==> src/hw/rtl/record_insertion_sorter_defines.svh <==
// assertion macros used by the sorter controller
`ifndef RECORD_INSERTION_SORTER_DEFINES_SVH
`define RECORD_INSERTION_SORTER_DEFINES_SVH

// same-cycle implication, disabled during reset
`define RIS_ASSERT_SAME(label, clk, rst, cond, prop) \
   label: assert property (@(posedge clk) disable iff (rst) (cond) |-> (prop)) \
      else $error("sorter check failed");

// next-cycle implication, disabled during reset
`define RIS_ASSERT_NEXT(label, clk, rst, cond, prop) \
   label: assert property (@(posedge clk) disable iff (rst) (cond) |=> (prop)) \
      else $error("sorter check failed");

`endif

==> src/hw/rtl/ris_pkg.sv <==
package ris_pkg;

   localparam int DEPTH_DEFAULT    = 64;
   localparam int TAG_BITS_DEFAULT = 16;
   localparam int KEY_BITS         = 12;
   localparam int PORT_TAG_BITS    = 16;

   // one input beat
   typedef struct packed {
      logic [KEY_BITS-1:0]      year_key;
      logic [PORT_TAG_BITS-1:0] record_tag;
      logic                     last_record;
   } req_payload_type;

   // one result beat
   typedef struct packed {
      logic [KEY_BITS-1:0]      sorted_year;
      logic [PORT_TAG_BITS-1:0] sorted_tag;
      logic                     final_result;
      logic                     overflowed;
   } rsp_payload_type;

   // controller to datapath
   typedef struct packed {
      logic insert;
      logic emit;
      logic overflow;
   } cmd_type;

   // datapath to controller
   typedef struct packed {
      logic full;
      logic one_left;
   } status_type;

endpackage

==> src/hw/rtl/ris_controller.sv <==
`include "record_insertion_sorter_defines.svh"

module ris_controller (
   input  logic                clock,
   input  logic                reset,
   input  logic                start,
   input  logic                last_record,
   input  ris_pkg::status_type status,
   output ris_pkg::cmd_type    cmd,
   output logic                busy
);

   typedef enum logic {
      COLLECT,
      EMIT
   } state_type;

   state_type state_ff;
   state_type state_in;
   logic      busy_ff;
   logic      busy_in;
   logic      overflow_ff;
   logic      overflow_in;
   logic      accept;

   assign accept = start && !busy_ff;

   always_comb begin
      state_in    = state_ff;
      busy_in     = busy_ff;
      overflow_in = overflow_ff;
      cmd.insert  = 1'b0;
      cmd.emit    = 1'b0;
      cmd.overflow = overflow_ff;
      case (state_ff)
         COLLECT: begin
            if (accept) begin
               cmd.insert = !status.full;
               if (status.full) begin
                  overflow_in = 1'b1;
               end
               if (last_record) begin
                  state_in = EMIT;
                  busy_in  = 1'b1;
               end
            end
         end
         EMIT: begin
            cmd.emit = 1'b1;
            if (status.one_left) begin
               state_in    = COLLECT;
               busy_in     = 1'b0;
               overflow_in = 1'b0;
            end
         end
         default: begin
            state_in    = COLLECT;
            busy_in     = 1'b0;
            overflow_in = 1'b0;
         end
      endcase
   end

   always_ff @(posedge clock) begin
      if (reset) begin
         state_ff    <= COLLECT;
         busy_ff     <= 1'b0;
         overflow_ff <= 1'b0;
      end else begin
         state_ff    <= state_in;
         busy_ff     <= busy_in;
         overflow_ff <= overflow_in;
      end
   end

   assign busy = busy_ff;

   `RIS_ASSERT_SAME(a_no_insert_when_full, clock, reset, cmd.insert, !status.full)
   `RIS_ASSERT_SAME(a_busy_while_emitting, clock, reset, state_ff == EMIT, busy_ff && cmd.emit)
   `RIS_ASSERT_NEXT(a_idle_after_final, clock, reset, cmd.emit && status.one_left,
                    !busy_ff && !overflow_ff)
   `RIS_ASSERT_NEXT(a_closing_beat_goes_busy, clock, reset, accept && last_record, busy_ff)

endmodule

==> config.mk <==
export PLATFORM = sky130hd
export DESIGN_NAME = ris_controller
export DESIGN_NICKNAME = d
export VERILOG_FILES = /design/src/hw/rtl/ris_pkg.sv /design/src/hw/rtl/ris_controller.sv
export VERILOG_INCLUDE_DIRS = /design/src /design/src/hw/rtl
export SDC_FILE = /design/constraint.sdc
export NUM_CORES = 1
export LEC_CHECK = 0
export BUFFER_PORTS_ARGS = -buffer_cell sky130_fd_sc_hd__buf_2
export CORE_AREA = 2 2 39 41
export DETAILED_ROUTE_END_ITERATION = 16
export DIE_AREA = 0 0 41 43
export GPL_TIMING_DRIVEN = 1
export HOLD_SLACK_MARGIN = 0.08
export PLACE_DENSITY = 0.4
export SLEW_MARGIN = 20
export SYNTH_ARGS = -nofsm -noshare
export SYNTH_HDL_FRONTEND = slang
export SYNTH_SLANG_ARGS = --single-unit
==> constraint.sdc <==
create_clock -name clock -period 1.1 [get_ports clock]
set_clock_uncertainty 0.1 [all_clocks]
set_input_delay 0.11 -clock clock [delete_from_list [all_inputs] [get_ports clock]]
set_output_delay 0.11 -clock clock [all_outputs]
set_load 0.1 [all_outputs]
# Yosys cells after proc, flatten, opt, wreduce, memory -nomap -nowiden
# Cells that the tools add are included.
classes:
  n_bitwise: 1
  mux: 14
  reduce_logical: 5
  n_eq_ne: 4
ops:
  columns: ["cell", "count"]
  rows:
  - ["1-bit two-way mux", 11]
  - ["2-bit != test, second input constant", 4]
  - ["1-bit case mux with 2 select lines", 3]
  - ["3-bit AND reduction", 2]
  - ["1-bit logical NOT", 2]
  - ["1-bit logical AND", 1]
  - ["1-bit NOT", 1]
word_totals:
  register_bits: 3
  out_inout_bits: 4
  word_cells: 27
  input_bits: 6

# Longest topological paths before layout
# Gate-level depths: netlist of the first run.
logic_depth:
  depth_word: 4
  mapped_depth: 2

# Worst setup path before layout of the first run
# No wires, ideal clock.
synth_timing:
  kind: "register to output"
  from: "register busy_ff (netlist: busy)"
  to: "output cmd[2] (netlist name)"
  arrival_ns: 3.933
  path_slack_ns: -3.043
  t_required_ns: 0.890
  n_path_buf: 0
  stages_incl_launch_ff: 2
  cell_sequence: "dfxtp_1 -> nor4b_1"
synth_rtl:
  columns: ["element", "line", "text"]
  rows:
  - ["from (decl)", "ris_controller.sv:20", "logic busy_ff;"]
  - ["from (signal assigned)", "ris_controller.sv:71", "busy_ff <= busy_in;"]
  - ["to (decl)", "ris_controller.sv:9", "output ris_pkg::cmd_type cmd,"]

==> results.md, run 1 <==
- The run finished, with violations left.
- The checks that failed: negative setup slack.
- The count of unique library cells instantiated by Yosys is 10.
- The number of optimization iterations in the first detailed-route pass is 2.
- The detail-routed net length per standard cell is 9.255 um.
- The time the final worst path needs with I/O delays and setup is 1289 ps.
- Counting buffers and inverters, the worst setup path is 2 cells deep.
- The share of the yosys chip area belonging to registers is 0.3967.
- The DRC violation count after routing is 0.
- The final instance area is around 360 sq um.
- The growth of design area from synthesis to finish is 134.7%.
- At the end of routability-driven placement, the weighted congestion stood at around 0.63.
- The library cells used most frequently in the layout, excluding fill and tap cells, are sky130_fd_sc_hd__buf_2, sky130_fd_sc_hd__dlygate4sd3_1, sky130_fd_sc_hd__buf_12.
- The initial antenna violation count is 0.
- In this run the power density over the cells is 1385 nW/um^2.
- The pin slew with the least headroom to its limit is 276.2 ps.
- Together, buffers and inverters on the worst path number 1.
- The relative contribution of sequential cells to total power is 0.263.
- Along the worst path, the maximum fanout reaches 4.
- The cell with the biggest individual delay on the critical path is sky130_fd_sc_hd__dfxtp_2.
- The internal cell power is 0.3258 mW.
- The count of buffers added on input and output ports is 9.
- The final count of hold timing violations came to 0.
- The worst-case setup margin in the final layout is -188.8 ps.
- The cell class contributing the biggest share of worst-path delay is flip-flops.
- The number of maximum-capacitance constraint violations is 0.
- TritonCTS built the clock tree.
- The master cell of the clock root buffer is sky130_fd_sc_hd__clkbuf_4.
- The placed cell area is 287.8 sq um.
- The detailed router finished its first iteration with 2 violations.
- The overall die width is 41 um.
- The number of standard cells after synthesis is 15.
- In the finished design, the share of the clock period the worst path needs comes to 1.172.
- At the later pin of the worst-skew pair, clock insertion delay measures 230 ps.
- The post-synthesis sequential element count is 3.
- The area share of the leading cell type in the synthesized netlist is 0.3967.
- Setup violations remaining at the end of the flow were counted as 2.
- The leakage power summed over all cells is about 0.14 nW.
- The total routing usage reported by global routing is 0.07322.
- The critical path is of the reg2out type.
- After clock tree synthesis, the setup repair step added 0 buffers.
- The worst hold path was traced through 3 stages.
- Setup repair after global routing could not meet its margin everywhere.
- The number of buffers inserted during clock tree synthesis is 3.
- The worst max-slew margin expressed relative to the limit is 0.8133.
- Counting tap cells, the placed design contains a total of 39 instances.
- The tightest min-delay check is of the in2reg type.
- The number of nets in the layout is 38.
- The number of cells on the worst reg-to-reg path is 3.
- The die covers 1763 sq um.
- The core area is roughly 1400 sq um.
- The number of cells in the finished layout apart from fillers is 47.
- The number of slew-limit violations in the final report is 0.
- In this run the remaining antenna-violating nets after routing total 0.
- The mapped netlist covers 151.4 sq um.
- The maximum cell stage delay along the critical path is roughly 330 ps.
- The synthesized area per cell is between 10 and 15 sq um.
- The placement row count is 14.
- The required time of the critical path is about 890 ps.
- For this design the total switching power over the nets is 0.1663 mW.
- The number of warnings reported in the yosys synthesis log is 0.
- The switching share of power is 0.3379.
- Measured on the finished design, the core utilization comes to 0.2568.
- The proportion of power drawn by the clock network is 0.395.
- The critical path goes through nor4b_4 -> buf_12.
- The part of the total power dissipated in combinational logic is 0.342.
- Clock tree synthesis found a total of 3 sinks.
- The number of nets handed over by synthesis was 21.
- The total I/O pin count is 10.
- The global-route wire length before repair is 779 um.
- The overflow left after global routing is 0.
- The worst setup path is launched from a flip-flop.
- The synthesized design spends more area on one cell type than any other, namely sky130_fd_sc_hd__dfxtp_1.
- Dividing the detail-routed via count by the number of cells gives 3.851.
- Adding up every negative setup slack in the final design gives -219.3 ps.
- The sort of element at the end of the critical path is an output pin.
- Measured along the y axis, the die boundary spans 43 um.
- The number of global-route vias before repair is around 190.
- In this run the deepest clock path goes through 2 buffers.
- The repair_antennas step left the layout with diodes totalling 0.
- By area the synthesized netlist is led by sky130_fd_sc_hd__dfxtp_1, sky130_fd_sc_hd__a21oi_1, sky130_fd_sc_hd__buf_4, sky130_fd_sc_hd__nand4bb_1, sky130_fd_sc_hd__a21bo_2.
- After clock tree synthesis, the clock-pin slew on the worst setup and hold paths is approximately 40 ps.
- Detailed routing inserted a total of 181 vias.
- The worst-case IR drop observed on VDD is 381.2 uV.
- Leaving out fill and tap cells, the most frequent cell in the layout is sky130_fd_sc_hd__buf_2.
- The share of layout cells above drive strength 1 is 0.5484.
- The highest attainable clock frequency is around 0.78 GHz.
- The arrival time of data at the critical path endpoint is 1080 ps.
- CTS built an H-tree with a depth of 1.
- The maximum number of pins on one net before global-route repair is 6.
- For this configuration, the core starts out at a cell density of 0.1094.
- The final layout contains routed wiring with a total length of 435 um.
-- power by group through the flow --
stage / registers (mW) / clock network (mW) / logic, mW
finish: 0.129 / 0.194 / 0.168
global route: 0.131 / 0.222 / 0.176
CTS: 0.129 / 0.208 / 0.170
detailed placement: 0.130 / 0 / 0.158
global placement: 0.130 / 0 / 0.156
floorplan: 0.146 / 0 / 0.0827
-- through the flow --
stage	total power, mW	hold WS (ps)	setup slack (ps)
after floorplan	0.2289	69.36	-630.8
after CTS	0.5071	82.99	-208.7
final	0.4921	92.88	-188.8
after global placement	0.2861	193.4	28.62
after detailed placement	0.2880	210.9	10.96
after global routing	0.5284	93.79	-250.0
-- cell type report --
class / count / area, sq um
clock buffers: 4 / 26.28
repair buffers: 14 / 152.6
multi-input cells: 10 / 91.34
flip-flops and latches: 3 / 65.06
fillers: 142 / 1028
well taps: 16 / 20.02
-- registers in the layout, summed over array words and instances, names as in the netlist --
name / cells
state_ff: 1
overflow_ff: 1
busy: 1
-- cells by family (layout without fill, tap and decap cells) --
group,count (synthesis),count (layout),share of synthesized area
AO/OA/AOI/OAI,5,5,0.2149
buffers and inverters,2,18,0.09914
flip-flops,3,3,0.3967
AND/OR/NAND/NOR,5,5,0.2893
-- repair_timing --
item                       4_1_cts  5_1_grt
resized for setup                1        0
setup endpoints to repair        3        3
hold buffers                     4        0
hold endpoints to repair         3        0
-- tightest hold or removal path, cell delays in order --
cell and delay, ps:
sky130_fd_sc_hd__buf_2 110, sky130_fd_sc_hd__nand4bb_1 90, sky130_fd_sc_hd__a21oi_1 60
-- synthesized netlist by cell type --
cell and number:
sky130_fd_sc_hd__nor4b_1 1, sky130_fd_sc_hd__dfxtp_1 3, sky130_fd_sc_hd__o21a_1 1, sky130_fd_sc_hd__buf_4 2
sky130_fd_sc_hd__a21bo_2 1, sky130_fd_sc_hd__nand2b_1 1, sky130_fd_sc_hd__nor4bb_1 1, sky130_fd_sc_hd__a21oi_1 3
sky130_fd_sc_hd__nand4bb_1 1, sky130_fd_sc_hd__nand3b_1 1
-- layer usage --
metal | part of all wire | up-vias | track usage
met5 | 0 | - | 0
met4 | 0 | 0 | 0.08000
met3 | 0.099 | 0 | 0.05236
met2 | 0.40 | 10 | 0.07188
met1 | 0.50 | 84 | 0.08974
li1 | - | 87 | -
-- path summary, 6_finish.rpt --
check | from | end | slack [ps]
min | start | state_ff | 90
min reg2reg | overflow_ff | overflow_ff | 430
max | state_ff | cmd[2] | -190
max reg2reg | state_ff | overflow_ff | 10
(Power assumes the default switching activity.)
==> run 2: changes to the inputs <==
Settings changed: BUFFER_PORTS_ARGS -buffer_cell sky130_fd_sc_hd__buf_2 to default, DONT_BUFFER_PORTS from default to 1, PLACE_DENSITY 0.4 to 0.34.
==> run 2 against run 1 <==
Net effect: the run still ends with negative setup slack left; combinational power barely moved; non-clock buffer count fell by 4; sequential share of layout area is 0.98 points higher; utilization down 0.36 points; final area decreased by 1.4%; register-to-register slack lost 20 ps; critical path depth unchanged; global-route usage decreased by 1.6 points; clock-buffer cell count did not move; largest cell class unchanged.
==> results.md, run 2 (synthesis results as in run 1) <==
- The clock network latency to the later pin of the worst-skew pair is 240 ps.
- The flow ran to the end, but the final reports show violations.
- STA classifies the critical path endpoint as an output pin.
- The placement row count is 14.
- The critical path goes through nor4b_4 -> buf_12.
- Of all nets on the critical path, the largest fanout is 2.
- The cell with the biggest individual delay on the critical path is sky130_fd_sc_hd__dfxtp_4.
- The startpoint identified for the worst hold timing path is start.
- The initial cell density of the core is 0.1094.
- The overall power consumption is 0.4941 mW.
- Counting cells, the worst reg-to-reg path comes to 4.
- At the worst endpoint, the arrival time is between 1000 and 1500 ps.
- The top cell types in the final layout, fill and taps aside, are sky130_fd_sc_hd__dlygate4sd3_1, sky130_fd_sc_hd__clkbuf_4, sky130_fd_sc_hd__buf_12.
- The final count of hold timing violations came to 0.
- The number of maximum-capacitance constraint violations is 0.
- Of the cells placed in the final design, the portion with a size suffix greater than 1 is 0.5556.
- The level count of the clock H-tree is 1.
- The hold-critical path depth is 2.
- The detail-routed net length per standard cell is roughly 9.5 um.
- The placer's final routability congestion estimate is 0.5437.
- The checks that failed: negative setup slack.
- The time the final worst path needs with I/O delays and setup is 1306 ps.
- The tree built by TritonCTS fans out to 3 sinks.
- After detailed routing, the number of remaining DRC violations is 0.
- The number of design-rule violations left by the first detailed-router iteration is 3.
- The maximum cell stage delay along the critical path is 340 ps.
- The number of global-route vias before repair is 157.
- After detailed routing, the number of vias per cell comes to about 3.6.
- The number of buffers and inverters on the critical path is 1.
- The critical path start-end classification is reg2out.
- The pin slew with the least headroom to its limit is 258.1 ps.
- The startpoint of the worst-slack reg-to-reg timing path is state_ff.
- The number of diodes is 0.
- The ratio of final minimum period to clock period is 1.187.
- The die area is 1763 sq um.
- The path class of the tightest hold or removal check is in2reg.
- Summed over all layers, the global routing overflow is 0.
- The commonest non-fill, non-tap cell in the layout is sky130_fd_sc_hd__dlygate4sd3_1.
- For met2 alone, demand over resource in global routing was 0.1063.
- The CTS tree is yes.
- The worst-case IR drop observed on VDD is 272.0 uV.
- The initial antenna violation count was 0.
- The remaining antenna violation count after routing is 0.
- Setup violations remaining at the end of the flow were counted as 3.
- The category of the worst setup path launch point is a flip-flop.
- The worst max-slew margin expressed relative to the limit is 0.8272.
- Across all register-to-register paths, the minimum setup slack is -10 ps.
- The deepest clock path buffer count is 2.
- The required time of the critical path is around 900 ps.
- For hold timing, the worst endpoint is overflow_ff.
- The layer with the highest usage is met2.
- 10 I/O pins were placed.
- From bottom edge to top edge, the die measures 43 um.
- The analysis attributes to cell leakage a power of 0.1322 nW.
- The number of clock buffers added by TritonCTS is 3.
- The master cell of the clock root buffer is sky130_fd_sc_hd__clkbuf_4.
- Entering global routing, the biggest net connects 6 pins.
- Relative to the synthesized area, the layout overhead comes to 131.4%.
- The highest attainable clock frequency is 0.7659 GHz.
- The total wirelength of the detailed-routed design is 408 um.
- Dividing total power by cell area gives a power density of 1410 nW/um^2.
- The floorplan step defined a core boundary enclosing 1384 sq um.
- Setup repair after global routing could not meet its margin everywhere.
- The met3 track utilization from global routing is 0.
- The worst hold slack across all endpoints is around 110 ps.
- The overall die width is between 40 and 50 um.
- The first detailed-routing pass took 2 iterations.
- The global-route wire length before repair is roughly 640 um.
- The number of nets in the layout is 34.
- The met1 routing resource usage after global routing is 0.04487.
- After clock tree synthesis, the clock-pin slew on the worst setup and hold paths is 40 ps.
- Including well taps, the total number of placed cells is 34.
- The number of slew-limit violations in the final report is 0.
- The routed layout has roughly 160 vias.
- Grouping stages by cell kind, the critical path spends the most delay in flip-flops.
- The port buffer count is 0.
- Across all setup checks in the final design, the least slack found is -205.7 ps.
- The total routing usage reported by global routing is 0.05717.
- Once layout is complete, the cells apart from fillers number 43.
- The worst flop-to-flop path endpoint is busy.
==> run 2: cell types whose count changed in the layout (fill, tap and decap cells not counted) <==
| cell | change |
|---|---|
| sky130_fd_sc_hd__dfxtp_4 | +1 |
| sky130_fd_sc_hd__dfxtp_2 | -1 |
| sky130_fd_sc_hd__nor4bb_4 | +1 |
| sky130_fd_sc_hd__buf_2 | -5 |
| sky130_fd_sc_hd__buf_6 | +1 |
| sky130_fd_sc_hd__buf_4 | +1 |
| sky130_fd_sc_hd__a21oi_2 | +1 |
| sky130_fd_sc_hd__nor4bb_1 | -1 |
| sky130_fd_sc_hd__a21oi_1 | -1 |
| sky130_fd_sc_hd__buf_12 | -1 |
==> run 2: how the worst max path moves through the flow <==
stage                  start  cells past startpoint  slack, ps  endpoint
CTS                 state_ff                      2       -240    cmd[2]
global placement    state_ff                      2          8    cmd[2]
global route        state_ff                      2       -230    cmd[2]
finish              state_ff                      2       -210    cmd[2]
floorplan               busy                      1       -630    cmd[2]
detailed placement  state_ff                      2         -5    cmd[2]
==> run 2: power by group <==
group / switching [mW] / internal [mW] / leakage (nW)
clock network: 0.0653 / 0.136 / 0.0150
registers: 0.0112 / 0.116 / 0.0261
logic: 0.0954 / 0.0699 / 0.0912
total: 0.172 / 0.322 / 0.132
==> run 2: cell type report <==
type,instances,area [sq um]
sequential,3,67.56
timing repair buffer,10,126.4
clock buffer,4,26.28
multi-input combinational,10,110.1
tap,16,20.02
fill,148,1033
==> run 2: repair_timing <==
action	CTS	global route
setup buffers	1	1
endpoints found under the setup margin	3	5
gates resized for setup	5	4
pin swaps	1	1
hold buffers	4	0
hold endpoints to repair	3	0
==> run 2: layer usage <==
metal	wire length, um	part of all wire
met5	0	0
met4	20	0.049
met3	6	0.015
met2	260	0.64
met1	121	0.30
==> run 2: through the flow <==
step | util | cell area [sq um] | TNS, ps | setup slack, ps
2_1_floorplan | - | 170.2 | -630.8 | -630.8
3_3_place_gp | 0.1718 | 237.7 | 0 | 7.925
3_5_place_dp | 0.1718 | 237.7 | -4.968 | -4.968
4_1_cts | 0.2369 | 327.8 | -288.9 | -235.2
5_1_grt | 0.2532 | 350.3 | -351.7 | -232.4
6_report | 0.2532 | 350.3 | -239.5 | -205.7
